<file path="config.mk">
export PLATFORM = sky130hd
export DESIGN_NAME = control_block_link_matcher
export DESIGN_NICKNAME = d
export VERILOG_FILES = /design/src/design/cblm_pkg.sv /design/src/design/cblm_stack.sv /design/src/design/cblm_fifo.sv /design/src/design/cblm_front.sv /design/src/design/cblm_back.sv /design/src/design/control_block_link_matcher.sv
export SDC_FILE = /design/constraint.sdc
export NUM_CORES = 1
export LEC_CHECK = 0
export BUFFER_PORTS_ARGS = -buffer_cell sky130_fd_sc_hd__buf_2
export CAP_MARGIN = 30
export CORE_MARGIN = 4
export CORE_UTILIZATION = 60
export DETAILED_ROUTE_END_ITERATION = 10
export MAX_ROUTING_LAYER = met4
export PLACE_DENSITY = 0.74
export SETUP_SLACK_MARGIN = 0.15
export SYNTH_ARGS = -nofsm -noshare
export SYNTH_HDL_FRONTEND = slang
export SYNTH_SLANG_ARGS = --single-unit
</file>
<file path="constraint.sdc">
create_clock -name clk_i -period 7.66 [get_ports clk_i]
set_input_delay 1.149 -clock clk_i [delete_from_list [all_inputs] [get_ports clk_i]]
set_output_delay 1.149 -clock clk_i [all_outputs]
set_load 0.005 [all_outputs]
</file>
<file path="src/design/cblm_pkg.sv">
package cblm_pkg;

  localparam int unsigned KindBits = 3;
  localparam int unsigned AttrBits = 2;
  localparam int unsigned JobBits  = 2;
  localparam int unsigned StepBits = 2;

  typedef enum logic [KindBits-1:0] {
    KIND_IF      = 3'd0,
    KIND_ENDIF   = 3'd1,
    KIND_LOOP    = 3'd2,
    KIND_ENDLOOP = 3'd3
  } layer_kind_e;

  typedef enum logic [AttrBits-1:0] {
    ATTR_OWNER_IF   = 2'd0,
    ATTR_ELSE_START = 2'd1,
    ATTR_IS_ELSE    = 2'd2,
    ATTR_GOTO       = 2'd3
  } attr_e;

  typedef enum logic [JobBits-1:0] {
    JOB_ERR  = 2'd0,
    JOB_THEN = 2'd1,
    JOB_ELSE = 2'd2,
    JOB_LOOP = 2'd3
  } job_kind_e;

  function automatic logic [StepBits-1:0] last_step(job_kind_e kind);
    logic [StepBits-1:0] s;
    case (kind)
      JOB_THEN: s = 2'd2;
      JOB_ELSE: s = 2'd3;
      JOB_LOOP: s = 2'd1;
      default:  s = 2'd0;
    endcase
    return s;
  endfunction

endpackage

</file>
<file path="src/design/cblm_stack.sv">
module cblm_stack #(
  parameter int unsigned DW    = 16,
  parameter int unsigned DEPTH = 16
) (
  input  logic          clk_i,
  input  logic          rst_ni,
  input  logic          push_i,
  input  logic          pop_i,
  input  logic          set_i,
  input  logic [DW-1:0] data_i,
  output logic [DW-1:0] top_o,
  output logic          empty_o,
  output logic          full_o
);

  localparam int unsigned AW = (DEPTH > 1) ? $clog2(DEPTH) : 1;
  localparam int unsigned CW = $clog2(DEPTH + 1);

  logic [CW-1:0] count_q, count_d;
  logic [DW-1:0] top_q;
  logic [DW-1:0] below_q;
  logic [DW-1:0] mem_q [DEPTH];
  logic [CW-1:0] wr_cnt;
  logic [CW-1:0] rd_cnt;
  logic [AW-1:0] wr_addr;
  logic [AW-1:0] rd_addr;

  assign wr_cnt  = count_q - CW'(1);
  assign rd_cnt  = count_q - CW'(3);
  assign wr_addr = wr_cnt[AW-1:0];
  assign rd_addr = rd_cnt[AW-1:0];

  assign top_o   = top_q;
  assign empty_o = (count_q == '0);
  assign full_o  = (count_q == CW'(DEPTH));

  always_comb begin
    count_d = count_q;
    if (push_i) begin
      count_d = count_q + CW'(1);
    end else if (pop_i) begin
      count_d = count_q - CW'(1);
    end
  end

  always_ff @(posedge clk_i or negedge rst_ni) begin
    if (!rst_ni) begin
      count_q <= '0;
    end else begin
      count_q <= count_d;
    end
  end

  always_ff @(posedge clk_i) begin
    if (push_i && (count_q != '0)) begin
      mem_q[wr_addr] <= top_q;
    end
  end

  always_ff @(posedge clk_i) begin
    if (push_i) begin
      top_q   <= data_i;
      below_q <= top_q;
    end else if (pop_i) begin
      top_q   <= below_q;
      below_q <= mem_q[rd_addr];
    end else if (set_i) begin
      top_q   <= data_i;
    end
  end

endmodule

</file>
<file path="src/design/cblm_fifo.sv">
module cblm_fifo #(
  parameter int unsigned W = 50
) (
  input  logic         clk_i,
  input  logic         rst_ni,
  input  logic         in_valid_i,
  output logic         in_ready_o,
  input  logic [W-1:0] in_data_i,
  output logic         out_valid_o,
  input  logic         out_ready_i,
  output logic [W-1:0] out_data_o
);

  logic [W-1:0] mem_q [2];
  logic         wr_ptr_q, rd_ptr_q;
  logic [1:0]   cnt_q;
  logic         wr_en, rd_en;

  assign in_ready_o  = (cnt_q != 2'd2);
  assign out_valid_o = (cnt_q != 2'd0);
  assign out_data_o  = mem_q[rd_ptr_q];
  assign wr_en       = in_valid_i && in_ready_o;
  assign rd_en       = out_valid_o && out_ready_i;

  always_ff @(posedge clk_i or negedge rst_ni) begin
    if (!rst_ni) begin
      wr_ptr_q <= 1'b0;
      rd_ptr_q <= 1'b0;
      cnt_q    <= 2'd0;
    end else begin
      if (wr_en) begin
        wr_ptr_q <= ~wr_ptr_q;
      end
      if (rd_en) begin
        rd_ptr_q <= ~rd_ptr_q;
      end
      if (wr_en && !rd_en) begin
        cnt_q <= cnt_q + 2'd1;
      end else if (rd_en && !wr_en) begin
        cnt_q <= cnt_q - 2'd1;
      end
    end
  end

  always_ff @(posedge clk_i) begin
    if (wr_en) begin
      mem_q[wr_ptr_q] <= in_data_i;
    end
  end

endmodule

</file>
<file path="src/design/cblm_front.sv">
module cblm_front import cblm_pkg::*; #(
  parameter int unsigned NEST_DEPTH = 16,
  parameter int unsigned ID_BITS    = 16
) (
  input  logic                clk_i,
  input  logic                rst_ni,
  input  logic                in_valid_i,
  output logic                in_ready_o,
  input  logic [KindBits-1:0] layer_kind_i,
  input  logic [ID_BITS-1:0]  layer_id_i,
  output logic                job_valid_o,
  input  logic                job_ready_i,
  output job_kind_e           job_kind_o,
  output logic [ID_BITS-1:0]  job_id_o,
  output logic [ID_BITS-1:0]  job_a_o,
  output logic [ID_BITS-1:0]  job_b_o
);

  logic               accept;
  logic               has_job;

  logic               if_push, if_pop, if_set, if_empty, if_full;
  logic [ID_BITS:0]   if_wdata, if_top;
  logic               te_push, te_pop, te_empty, te_full;
  logic [ID_BITS-1:0] te_top;
  logic               lp_push, lp_pop, lp_empty, lp_full;
  logic [ID_BITS-1:0] lp_top;

  assign in_ready_o  = job_ready_i;
  assign accept      = in_valid_i && job_ready_i;
  assign job_valid_o = in_valid_i && has_job;
  assign job_id_o    = layer_id_i;

  always_comb begin
    has_job    = 1'b0;
    job_kind_o = JOB_ERR;
    job_a_o    = '0;
    job_b_o    = '0;
    if_push    = 1'b0;
    if_pop     = 1'b0;
    if_set     = 1'b0;
    if_wdata   = {1'b1, layer_id_i};
    te_push    = 1'b0;
    te_pop     = 1'b0;
    lp_push    = 1'b0;
    lp_pop     = 1'b0;
    case (layer_kind_e'(layer_kind_i))
      KIND_IF: begin
        if (if_full) begin
          has_job = 1'b1;
        end else begin
          if_push = accept;
        end
      end
      KIND_ENDIF: begin
        if (if_empty) begin
          has_job = 1'b1;
        end else if (if_top[ID_BITS]) begin
          has_job = 1'b1;
          if (!te_full) begin
            job_kind_o = JOB_THEN;
            job_a_o    = if_top[ID_BITS-1:0];
            te_push    = accept;
            if_set     = accept;
            if_wdata   = {1'b0, if_top[ID_BITS-1:0]};
          end
        end else begin
          has_job = 1'b1;
          if (!te_empty) begin
            job_kind_o = JOB_ELSE;
            job_a_o    = if_top[ID_BITS-1:0];
            job_b_o    = te_top;
            te_pop     = accept;
            if_pop     = accept;
          end
        end
      end
      KIND_LOOP: begin
        if (lp_full) begin
          has_job = 1'b1;
        end else begin
          lp_push = accept;
        end
      end
      KIND_ENDLOOP: begin
        has_job = 1'b1;
        if (!lp_empty) begin
          job_kind_o = JOB_LOOP;
          job_a_o    = lp_top;
          lp_pop     = accept;
        end
      end
      default: begin
        has_job = 1'b0;
      end
    endcase
  end

  cblm_stack #(
    .DW    (ID_BITS + 1),
    .DEPTH (NEST_DEPTH)
  ) u_if_stack (
    .clk_i   (clk_i),
    .rst_ni  (rst_ni),
    .push_i  (if_push),
    .pop_i   (if_pop),
    .set_i   (if_set),
    .data_i  (if_wdata),
    .top_o   (if_top),
    .empty_o (if_empty),
    .full_o  (if_full)
  );

  cblm_stack #(
    .DW    (ID_BITS),
    .DEPTH (NEST_DEPTH)
  ) u_then_stack (
    .clk_i   (clk_i),
    .rst_ni  (rst_ni),
    .push_i  (te_push),
    .pop_i   (te_pop),
    .set_i   (1'b0),
    .data_i  (layer_id_i),
    .top_o   (te_top),
    .empty_o (te_empty),
    .full_o  (te_full)
  );

  cblm_stack #(
    .DW    (ID_BITS),
    .DEPTH (NEST_DEPTH)
  ) u_loop_stack (
    .clk_i   (clk_i),
    .rst_ni  (rst_ni),
    .push_i  (lp_push),
    .pop_i   (lp_pop),
    .set_i   (1'b0),
    .data_i  (layer_id_i),
    .top_o   (lp_top),
    .empty_o (lp_empty),
    .full_o  (lp_full)
  );

endmodule

</file>
<file path="src/design/cblm_back.sv">
module cblm_back import cblm_pkg::*; #(
  parameter int unsigned ID_BITS = 16
) (
  input  logic                clk_i,
  input  logic                rst_ni,
  input  logic                job_valid_i,
  output logic                job_ready_o,
  input  job_kind_e           job_kind_i,
  input  logic [ID_BITS-1:0]  job_id_i,
  input  logic [ID_BITS-1:0]  job_a_i,
  input  logic [ID_BITS-1:0]  job_b_i,
  output logic                out_valid_o,
  input  logic                out_ready_i,
  output logic [ID_BITS-1:0]  target_layer_o,
  output logic [AttrBits-1:0] attribute_o,
  output logic [ID_BITS-1:0]  attr_value_o,
  output logic                last_write_o,
  output logic                nesting_error_o
);

  logic                busy_q;
  logic [StepBits-1:0] step_q;
  job_kind_e           kind_q;
  logic [ID_BITS-1:0]  id_q, a_q, b_q;
  logic [ID_BITS-1:0]  next_id;
  logic                is_last;
  logic                take;
  attr_e               attr;

  assign next_id      = id_q + ID_BITS'(1);
  assign is_last      = (step_q == last_step(kind_q));
  assign take         = !busy_q || (out_ready_i && is_last);
  assign job_ready_o  = take;
  assign out_valid_o  = busy_q;
  assign attribute_o  = attr;
  assign last_write_o = is_last && (kind_q != JOB_ERR);

  always_comb begin
    target_layer_o  = id_q;
    attr            = ATTR_OWNER_IF;
    attr_value_o    = a_q;
    nesting_error_o = 1'b0;
    case (kind_q)
      JOB_THEN: begin
        case (step_q)
          2'd0: begin
            attr = ATTR_OWNER_IF;
          end
          2'd1: begin
            target_layer_o = a_q;
            attr           = ATTR_ELSE_START;
            attr_value_o   = next_id;
          end
          default: begin
            attr         = ATTR_IS_ELSE;
            attr_value_o = '0;
          end
        endcase
      end
      JOB_ELSE: begin
        case (step_q)
          2'd0: begin
            attr = ATTR_OWNER_IF;
          end
          2'd1: begin
            target_layer_o = b_q;
            attr           = ATTR_GOTO;
            attr_value_o   = id_q;
          end
          2'd2: begin
            attr         = ATTR_GOTO;
            attr_value_o = next_id;
          end
          default: begin
            attr         = ATTR_IS_ELSE;
            attr_value_o = ID_BITS'(1);
          end
        endcase
      end
      JOB_LOOP: begin
        attr = ATTR_GOTO;
        if (step_q != 2'd0) begin
          target_layer_o = a_q;
          attr_value_o   = next_id;
        end
      end
      default: begin
        target_layer_o  = '0;
        attr            = ATTR_OWNER_IF;
        attr_value_o    = '0;
        nesting_error_o = 1'b1;
      end
    endcase
  end

  always_ff @(posedge clk_i or negedge rst_ni) begin
    if (!rst_ni) begin
      busy_q <= 1'b0;
      step_q <= '0;
    end else if (job_valid_i && take) begin
      busy_q <= 1'b1;
      step_q <= '0;
    end else if (busy_q && out_ready_i) begin
      if (is_last) begin
        busy_q <= 1'b0;
      end else begin
        step_q <= step_q + 2'd1;
      end
    end
  end

  always_ff @(posedge clk_i) begin
    if (job_valid_i && take) begin
      kind_q <= job_kind_i;
      id_q   <= job_id_i;
      a_q    <= job_a_i;
      b_q    <= job_b_i;
    end
  end

endmodule

</file>
<file path="src/design/control_block_link_matcher.sv">
// Endif and endloop jobs pass the job queue, then are registered in the back end for output.
// Throughput: one input transfer per cycle while the two-entry job queue has room.
// Results leave one per cycle while out_ready_i is high: endif gives 3 or 4, endloop 2, error 1;
// if and loop layers give an error result only when their stack is full; other layers give none.
// Reset: stack counts, queue and output valid clear; stack contents stay undefined.
module control_block_link_matcher import cblm_pkg::*; #(
  parameter int unsigned NEST_DEPTH = 16,
  parameter int unsigned ID_BITS    = 16
) (
  input  logic                clk_i,
  input  logic                rst_ni,
  input  logic                in_valid_i,
  output logic                in_ready_o,
  input  logic [KindBits-1:0] layer_kind_i,
  input  logic [ID_BITS-1:0]  layer_id_i,
  output logic                out_valid_o,
  input  logic                out_ready_i,
  output logic [ID_BITS-1:0]  target_layer_o,
  output logic [AttrBits-1:0] attribute_o,
  output logic [ID_BITS-1:0]  attr_value_o,
  output logic                last_write_o,
  output logic                nesting_error_o
);

  localparam int unsigned JW = JobBits + 3 * ID_BITS;

  logic               fj_valid, fj_ready;
  job_kind_e          fj_kind;
  logic [ID_BITS-1:0] fj_id, fj_a, fj_b;
  logic               bj_valid, bj_ready;
  logic [JW-1:0]      fj_data, bj_data;

  assign fj_data = {fj_kind, fj_id, fj_a, fj_b};

  cblm_front #(
    .NEST_DEPTH (NEST_DEPTH),
    .ID_BITS    (ID_BITS)
  ) u_front (
    .clk_i        (clk_i),
    .rst_ni       (rst_ni),
    .in_valid_i   (in_valid_i),
    .in_ready_o   (in_ready_o),
    .layer_kind_i (layer_kind_i),
    .layer_id_i   (layer_id_i),
    .job_valid_o  (fj_valid),
    .job_ready_i  (fj_ready),
    .job_kind_o   (fj_kind),
    .job_id_o     (fj_id),
    .job_a_o      (fj_a),
    .job_b_o      (fj_b)
  );

  cblm_fifo #(
    .W (JW)
  ) u_fifo (
    .clk_i       (clk_i),
    .rst_ni      (rst_ni),
    .in_valid_i  (fj_valid),
    .in_ready_o  (fj_ready),
    .in_data_i   (fj_data),
    .out_valid_o (bj_valid),
    .out_ready_i (bj_ready),
    .out_data_o  (bj_data)
  );

  cblm_back #(
    .ID_BITS (ID_BITS)
  ) u_back (
    .clk_i           (clk_i),
    .rst_ni          (rst_ni),
    .job_valid_i     (bj_valid),
    .job_ready_o     (bj_ready),
    .job_kind_i      (job_kind_e'(bj_data[JW-1 -: JobBits])),
    .job_id_i        (bj_data[3*ID_BITS-1 -: ID_BITS]),
    .job_a_i         (bj_data[2*ID_BITS-1 -: ID_BITS]),
    .job_b_i         (bj_data[ID_BITS-1:0]),
    .out_valid_o     (out_valid_o),
    .out_ready_i     (out_ready_i),
    .target_layer_o  (target_layer_o),
    .attribute_o     (attribute_o),
    .attr_value_o    (attr_value_o),
    .last_write_o    (last_write_o),
    .nesting_error_o (nesting_error_o)
  );

endmodule

</file>
After elaboration in Yosys (flattened, before gate mapping). Memory sizes are Yosys's and may differ from the RTL's. A register that Yosys moved wholly into a read port is not among the register bits. Cells that the tools add are included.

Flip-flop bits (word level): 120. RAM bits: 884. Input bits: 23. Word-level logic and storage cells: 171. Memories kept: 4.

Memories: u_front.u_if_stack.mem_q (depth 16, bits a word 17, read ports 1, clocked after memory_dff 0, write ports 1, line cblm_stack.sv:22) `logic [DW-1:0] mem_q [DEPTH];`; u_front.u_loop_stack.mem_q (depth 16, bits a word 16, read ports 1, clocked after memory_dff 0, write ports 1, line cblm_stack.sv:22); u_front.u_then_stack.mem_q (depth 16, bits a word 16, read ports 1, clocked after memory_dff 0, write ports 1, line cblm_stack.sv:22); u_fifo.mem_q (depth 2, bits a word 50, read ports 1, clocked after memory_dff 1, write ports 1, line cblm_fifo.sv:14) `logic [W-1:0] mem_q [2];`.

Add/sub/neg operators: 13. Equal/unequal tests: 14. Multiplexer cells: 85. Bitwise gates (word level): 2. Reductions and logical operators: 39.

Operators by type and width (count): $mux W16 (21); $mux W17 (9); $pmux W16 S3 (3); $pmux W16 S2 (2); $mux W5 (6); $mux W1 (29); $mux W2 (9); $reduce_bool A2 Y1 (9); $add A16 B1 Y16 const B (1); $add A5 B1 Y5 const B (3); $eq A5 B5 Y1 const B (3); $logic_not A5 Y1 (3); $reduce_bool A5 Y1 (3); $sub A5 B1 Y5 const B (3); $logic_and A1 B1 Y1 (12); $pmux W2 S2 (3); $pmux W2 S3 (2); $sub A4 B2 Y4 const B (3); $eq A2 B2 Y1 const B (3); $eq A3 B2 Y1 const B (2); $add A2 B1 Y2 const B (2); $eq A2 B1 Y1 const B (2); $ne A2 B2 Y1 const B (2); $reduce_and A2 Y1 (2); 12 further kinds (16).

Logic depth before layout (Yosys ltp). Gate-level depths: netlist of the first run.

Depth after elaboration: 9. Gate-level depth with buffers: 12. Depth with buffers taken out: 10.

Cells and area by module. A second synthesis of the first run with hierarchy kept.

Cell total of the unflattened synthesis: 2759. Area total of the unflattened synthesis: 45890.3 um^2.

By module, submodules not included: cblm_stack (u_front.u_loop_stack ...) (instances 2, cells each 737, area an instance 12520.8 um^2); cblm_stack (u_front.u_if_stack) (instances 1, cells each 778, area an instance 13193.9 um^2); cblm_fifo (instances 1, cells each 174, area an instance 4055.1 um^2); cblm_back (instances 1, cells each 243, area an instance 2854.0 um^2); cblm_front (instances 1, cells each 90, area an instance 745.7 um^2).

Least setup slack after synthesis of the first run. OpenSTA, ideal clock, no wires.

Path type: input-to-reg. From: input layer_kind_i[1]. To: memory u_fifo.mem_q[0][0] (enable). Arrival: 6276 ps. Path slack: 801 ps. Cell stages on the path: 4. Path buffers: 1. Cell sequence: buf_2 -> nor2_1 -> a311oi_1 -> nor4_1.

Cells in the longest elaborated chain, start to end: 7. Elaborated cells between the ends (all ways): 10.

Ends and longest elaborated chain: from (decl) (line control_block_link_matcher.sv:14) `input logic [KindBits-1:0] layer_kind_i,`; $eq A3 B1 Y1 / $eq A3 B2 Y1 (equally long branches) (line cblm_front.sv:47) `case (layer_kind_e'(layer_kind_i))`; $reduce_or A2 Y1 (no line); $pmux W1 S3 (*) (line cblm_front.sv:47); $logic_and A1 B1 Y1 (*) (line cblm_front.sv:31) `assign job_valid_o = in_valid_i && has_job;`; $logic_and A1 B1 Y1 (*) (line cblm_fifo.sv:22) `assign wr_en = in_valid_i && in_ready_o;`; $mux W1 (*) (line cblm_fifo.sv:46) `if (wr_en) begin`; $mux W1 (not written as such) (*) (line cblm_fifo.sv:47) `mem_q[wr_ptr_q] <= in_data_i;`; to (decl) (line cblm_fifo.sv:14).

Every way passes the cells marked *; elsewhere a longest branch is shown, timed or not.

Worst setup path after layout of the first run.
From: register u_back.kind_q[0] (read register of u_fifo.mem_q). To: output attr_value_o[8].

Cells in the longest elaborated chain, start to end: 2. Elaborated cells between the ends (all ways): 4.

Ends and longest elaborated chain: from (decl) (line cblm_back.sv:23) `job_kind_e kind_q;`; $eq A2 B2 Y1 / $eq A2 B1 Y1 (equally long branches) (line cblm_back.sv:43) `case (kind_q)`; $pmux W16 S3 (*) (line cblm_back.sv:43); to (decl) (line control_block_link_matcher.sv:20) `output logic [ID_BITS-1:0] attr_value_o,`.

Marked as above.

==> reports/results.ini, run 1 <==
[outcome]
status=finished clean

[sta]
rsz0062_at_grt=false
fmax_mhz=221
setup_viol=0
max_slew_margin=0.265
clock_skew_ns=0.0236
fin_tns_setup_ns=0
final_max_slew_viol_count=0
hold_violations=0
fin_crit_sh=0.592
finalCriticalPeriod_ns=4.53
worst_slew_pin_slew_ns=1.10

[final_layout]
fillers=4510
final_util=0.676
final_cell_mix=1032 x edfxtp_1, 196 x mux4_2, 147 x nand2_1
drive_above_1_share=0.243
final_common_cell=edfxtp_1
area_growth_syn_to_layout_pct=11.3
nets=2405

[global_route]
grt_usage=0.273
grt_pass1_wl_mm=146
grt_max_degree=65
antenna_found_initial=5
grt-ovfl-total=0
grt_pass1_vias=22100

[critical_path]
endpoint_kind=primary output
critPathMaxFanout=16
critical_path_class=reg2out
cp.arrival_ns=3.38
worstPathRequired_ns=6.51
start_kind=flop

[clock_network]
htree_levels=3
clock_sinks=1054
cts-root-buf=clkbuf_16
cts_buffers=101
clockBufferDepth=3
clk_pin_slew_ns=0.06
ctsResizeCount=0
cts_tree=built
hold_buffers=0
clk_latency_ns=0.67
post_cts_buffers=0

[floorplan]
initial_core_util=0.607
fp-row-count=97
die_h_um=274
io_pins=61
die_w_um=274
dieArea_sq_um=75300
design.core.area_sq_um=70100

[worst_hold_path]
hold_class=reg2reg

[drt]
wl_per_cell_um=29.1
drt-vias-per-instance=6.60
drt_iter0_drc=2770
drt_wl_total_mm=98.4
ant_nets=0
via_count=22300
drc_errors=0
dr.pass1.iters=5

[synth]
synth_warnings=0
synth_nets=2311
ys_ff_latch=1054
synth-edff-count=1032
syn_avg_cell_area_sq_um=18.9
seq_area_frac_synth=0.740
netlist_instances=2259
ys_types=79
async_reset_ff_frac=0.0209
synth-main-ff-cell=edfxtp_1
syn_area_sq_um=42600

[placement]
gp_congestion=0.927
place.port_buffers=60
dp_hpwl_mm=59.4

[job]
max-cap-violations=0

[pwr]
peakVddDrop_mv=0.250
leakagePower_uw=0.0155
p_per_area_nw_per_um2=370

[routing by layer]
layer,wire length [um],vias to the layer above,track usage,part of all wire
met2,47200,1137,0.414,0.48
met5,0,-,-,0
met1,39800,11600,0.397,0.41
met3,8500,172,0.0460,0.086
met4,2860,0,0.0731,0.029
li1,-,9352,-,-
[report_power, final]
| group | switching [uW] | leakage [uW] | internal, uW |
|---|---|---|---|
| Combinational | 2810 | 0.00424 | 2340 |
| Clock | 2130 | 0.00167 | 2940 |
| Sequential | 494 | 0.00957 | 6810 |
| Total | 5440 | 0.0155 | 12100 |
[through the flow]
step / hold slack [ns] / instance area, sq um / setup WS [ns] / instances / power [uW]
2_1_floorplan: 0.456 / 42600 / 0.801 / 2259 / 11000
3_3_place_gp: 0.497 / 43900 / 3.33 / 3184 / 12400
3_5_place_dp: 0.499 / 43900 / 3.20 / 3189 / 12600
4_1_cts: 0.511 / 47400 / 3.11 / 3374 / 17600
5_1_grt: 0.539 / 47400 / 2.87 / 3377 / 18300
6_report: 0.515 / 47400 / 3.13 / 3377 / 17500
[flip-flops by register name (all words and copies together), names as in the netlist, 2 cells and up]
signal                        cells
u_front.u_loop_stack.top_o       16
u_back.id_q                      16
u_front.u_loop_stack.count_q      5
u_fifo.cnt_q                      2
u_fifo.mem_q                    100
u_front.u_if_stack.mem_q        272
u_front.u_if_stack.count_q        5
u_front.u_then_stack.below_q     16
u_front.u_then_stack.mem_q      256
u_back.kind_q                     2
u_front.u_if_stack.below_q       17
u_front.u_then_stack.count_q      5
u_back.step_q                     2
u_front.u_then_stack.top_o       16
u_back.b_q                       16
u_front.u_loop_stack.mem_q      256
u_back.a_q                       16
u_front.u_loop_stack.below_q     16
u_front.u_if_stack.top_o         17
[cell usage after synthesis, types with 5 or more instances]
library cell / instances / share of area
nand3_1: 13 / 0.0015
buf_2: 48 / 0.0056
mux2_2: 84 / 0.022
mux2i_1: 36 / 0.0085
nor2b_1: 5 / 0.00073
and3_1: 22 / 0.0032
o21ai_0: 50 / 0.0059
nor3_1: 11 / 0.0013
xnor2_1: 20 / 0.0041
nand2b_1: 5 / 0.00073
nand4_1: 8 / 0.0012
clkbuf_1: 55 / 0.0048
mux4_2: 196 / 0.10
ha_1: 29 / 0.0085
inv_1: 17 / 0.0015
dfrtp_1: 22 / 0.013
a21boi_0: 48 / 0.0085
xor2_1: 9 / 0.0019
nor2_1: 111 / 0.0098
a222oi_1: 18 / 0.0042
nand2_1: 147 / 0.013
a22o_1: 16 / 0.0033
buf_4: 12 / 0.0021
edfxtp_1: 1032 / 0.73
and2_1: 24 / 0.0035
buf_6: 9 / 0.0024
a21oi_1: 38 / 0.0045
a2111oi_0: 9 / 0.0019
o21ai_1: 18 / 0.0021
a31oi_1: 31 / 0.0046
a2111oi_2: 7 / 0.0025
or3_1: 6 / 0.00088
a22oi_1: 35 / 0.0062
[worst paths after layout]
kind / from / cells past startpoint / end / slack, ns
setup / recovery: u_back.kind_q[0]$_DFFE_PP_ / 8 / attr_value_o[8] / 3.13
hold / removal: u_fifo.wr_ptr_q$_DFFE_PN0P_ / 1 / u_fifo.wr_ptr_q$_DFFE_PN0P_ / 0.51
setup reg to reg: u_front.u_if_stack.count_q[0]$_DFFE_PN0P_ / 7 / u_front.u_then_stack.mem_q[8][6]$_DFFE_PP_ / 3.16
hold reg to reg: u_fifo.wr_ptr_q$_DFFE_PN0P_ / 1 / u_fifo.wr_ptr_q$_DFFE_PN0P_ / 0.51
max in group asynchronous: rst_ni / 1 / u_front.u_loop_stack.count_q[0]$_DFFE_PN0P_ / 6.63
min in group asynchronous: rst_ni / 1 / u_front.u_if_stack.count_q[4]$_DFFE_PN0P_ / 0.52
[logic make-up (layout without fill, tap and decap cells)]
family	after synthesis	in the layout	share of synthesized area
xor+xnor	30	30	0.00635
compound gates	307	307	0.0516
simple gates	380	380	0.0421
fa+ha+maj	29	29	0.00852
other cells	0	2	0
buf+inv	143	319	0.0167
mux	316	316	0.134
flops	1054	1054	0.740
[final cells by class]
class	instances	area (sq um)	share of cell area
tap	940	1180	0.0248
inverter	17	63.8	0.00135
clock buffer	123	2630	0.0555
clock inverter	62	787	0.0166
sequential	1054	31600	0.666
timing repair buffer	117	763	0.0161
multi-input combinational	1062	10400	0.220
antenna	2	5.00	0.000106
[worst max-delay path, stage by stage, from the launching register on]
cell and delay, ns:
edfxtp_1 0.37, inv_1 0.09, ha_1 0.30, and2b_2 0.27
a221oi_2 0.91, o21ai_0 0.22, a221oi_1 0.34, nor2_1 0.08
buf_2 0.14
No activity file was read; power rests on OpenSTA's default activity.
==> run 2: changes to the inputs <==
Settings changed: ABC_AREA from default to 1, CORE_UTILIZATION 60 to 57.
Clock period 7.66 ns to 4.1 ns, I/O delays scaled along.
==> run 2 against run 1 <==
Net effect:
- power rose by 120%
- global-route usage fell by 0.44 points
- worst hold slack got worse by 0.26 ns
- sequential power rose by 87%
- via count rose by 34%
- highest routed layer unchanged
- final cell count rose by 53%
- synthesized cell count rose by 77%
- critical endpoint is now target_layer_o[12]
- worst setup slack got worse by 2.8 ns
- final area rose by 4.6%
- register-to-register slack got worse by 2.6 ns
- critical path type unchanged
- routed wire length rose by 11%
==> reports/results.ini, run 2 <==
[outcome]
status=finished clean

[drt]
drt_iter0_drc=3567  ; +29%
dr.pass1.iters=6  ; +1
drc_errors=0  ; unchanged
ant_nets=0  ; unchanged
via_count=29800  ; +34%
drt_wl_total_mm=109  ; +11%
wl_per_cell_um=21.0  ; -28%
drt-vias-per-instance=5.74  ; -13%

[clock_network]
cts_tree=built
clock_sinks=1054  ; unchanged
clk_latency_ns=0.68  ; about the same
cts_buffers=102  ; +0.99%
cts-root-buf=clkbuf_16
clockBufferDepth=3  ; unchanged
clk_pin_slew_ns=0.06  ; about the same
htree_levels=3  ; unchanged
post_cts_buffers=0  ; unchanged

[floorplan]
design.core.area_sq_um=77500  ; +10%
io_pins=61  ; unchanged
dieArea_sq_um=82700  ; +9.9%
die_h_um=288  ; +4.8%
die_w_um=288  ; +4.8%
initial_core_util=0.575  ; -0.0317
fp-row-count=102  ; +5.2%

[critical_path]
r2r_slack_ns=0.58  ; -2.58 ns
critical_path_class=reg2out
endpoint_kind=primary output
cp.arrival_ns=3.12  ; -0.26 ns
critPathMaxFanout=18  ; +2
worstPathRequired_ns=3.48  ; -3.03 ns
start_kind=flop
r2r_cells=10  ; +3

[synth]
synthTopCellsByCount=1032 x edfxtp_1, 982 x nand2_1, 689 x nor2_1
synth_nets=4055  ; +75%
async_reset_ff_frac=0.0209  ; unchanged
yosysMostFrequentCell=edfxtp_1
synth-main-ff-cell=edfxtp_1
synth-edff-count=1032  ; unchanged
netlist_instances=4003  ; +77%
synth_top_area_frac=0.695  ; -0.0324
syn_area_sq_um=44600  ; +4.7%
synth.area.top_cells=edfxtp_1 70%, nand2_1 8.3%, nor2_1 5.8%, nand3_1 4.2%, o21ai_0 4.0%
synth_warnings=0  ; unchanged
ys_ff_latch=1054  ; unchanged
syn_avg_cell_area_sq_um=11.1  ; -41%
ys_types=43  ; -46%
seq_area_frac_synth=0.708  ; -0.0330
synth.largest_area_cell=edfxtp_1

[sta]
finalCriticalPeriod_ns=3.74
clock_skew_ns=0.0239  ; +0.000250 ns
fin_tns_setup_ns=0  ; unchanged
rsz0062_at_grt=false
fin_crit_sh=0.911
setup_ws_ns=0.363  ; -2.76 ns
fmax_mhz=268
hold_violations=0  ; unchanged
max_slew_margin=0.282  ; +0.0171
worst_slew_pin_slew_ns=1.08  ; -0.0257 ns
setup_viol=0  ; unchanged
final_max_slew_viol_count=0  ; unchanged

[global_route]
grt_pass1_wl_mm=166  ; +13%
grt_max_degree=85  ; +31%
grt_usage=0.269  ; -0.00441
grt_pass1_vias=28100  ; +27%
antenna_found_initial=2  ; -3
grt-ovfl-total=0  ; unchanged

[final_layout]
largest_register_ffs=272  ; unchanged
stdcell_count=5183  ; +53%
final_common_cell=edfxtp_1
reg_top3=u_front.u_if_stack.mem_q: 272 flops, u_front.u_loop_stack.mem_q: 256 flops, u_front.u_then_stack.mem_q: 256 flops
nets=4109  ; +71%
final_cell_mix=1032 x edfxtp_1, 981 x nand2_1, 685 x nor2_1
drive_above_1_share=0.0895  ; -0.154
area_growth_syn_to_layout_pct=11.1  ; about the same
top_register=u_front.u_if_stack.mem_q
antenna_cells=0  ; -2

[pwr]
leakagePower_uw=0.0184  ; +19%
p_per_area_nw_per_um2=771  ; +110%
peakVddDrop_mv=0.620  ; +150%

[placement]
placed_cells=4990  ; +56%
dp_hpwl_mm=67.8  ; +14%
post-place-ws_ns=0.347  ; -2.86 ns
gp_congestion=0.927  ; about the same
place.port_buffers=60  ; unchanged

[worst_hold_path]
holdPathStages=1  ; unchanged
hold_class=in2reg

[job]
max-cap-violations=0  ; unchanged

## run 2: critical path, cell delays in order, from the launching register on
cell      delay [ns]
edfxtp_1        0.43
inv_1           0.13
ha_1            0.70
clkinv_1        0.68
o21ai_0         0.32
inv_1           0.07
buf_2           0.13
## run 2: where the power goes
part	leakage, uW	total (uW)	internal (uW)	switching [uW]
combinational	0.00713	15000	4390	10600
clock	0.00166	9490	5550	3940
sequential	0.00958	13700	12900	730
## run 2: cells by family after synthesis
group / Yosys count / share of synthesized area
simple gates: 2077 / 0.189
flops: 1054 / 0.708
compound gates: 446 / 0.0523
buf+inv: 367 / 0.0354
xor+xnor: 30 / 0.00783
fa+ha+maj: 29 / 0.00814
## run 2: repair_timing
action / in CTS / in global routing
hold endpoints to repair: 10 / 0
hold buffers: 1 / 0
endpoints found under the setup margin: 5 / 24
resized for setup: 1 / 3
## run 2: area by class of cell
type	count	area [sq um]
Clock inverter	45	566
Fill cell	5776	27900
Multi-Input combinational cell	2582	11500
Timing Repair Buffer	156	1130
Tap cell	1040	1300
Clock buffer	145	2850
Sequential cell	1054	31600
Inverter	161	613
## run 2: worst paths after layout
| check | endpoint | from |
|---|---|---|
| hold / removal | u_fifo.mem_q[0][47]$_DFFE_PP_ | layer_id_i[15] |
| setup / recovery | target_layer_o[12] | u_back.kind_q[1]$_DFFE_PP_ |
| min in group asynchronous | u_fifo.cnt_q[0]$_DFFE_PN0P_ | rst_ni |
| setup reg to reg | u_front.u_then_stack.mem_q[13][5]$_DFFE_PP_ | u_front.u_if_stack.count_q[0]$_DFFE_PN0P_ |
| hold reg to reg | u_fifo.wr_ptr_q$_DFFE_PN0P_ | u_fifo.wr_ptr_q$_DFFE_PN0P_ |
| max in group asynchronous | u_front.u_then_stack.count_q[0]$_DFFE_PN0P_ | rst_ni |
## run 2: stage by stage
| stage | area [sq um] | utilization | hold slack (ns) | total power, uW |
|---|---|---|---|---|
| floorplan | 44600 | - | 0.319 | 23800 |
| detailed placement | 46100 | 0.594 | 0.468 | 28600 |
| finish | 49500 | 0.640 | 0.252 | 38200 |
| global route | 49500 | 0.640 | 0.231 | 40400 |
| CTS | 49500 | 0.639 | 0.228 | 38100 |
| global placement | 46000 | 0.594 | 0.453 | 28300 |
## run 2: per-layer routing
metal	wire [um]	vias to the layer above	GRT usage
met5	0	-	-
met4	3680	0	0.0899
met3	10200	232	0.0472
met2	51200	1441	0.411
met1	44100	14300	0.372
li1	-	13800	-
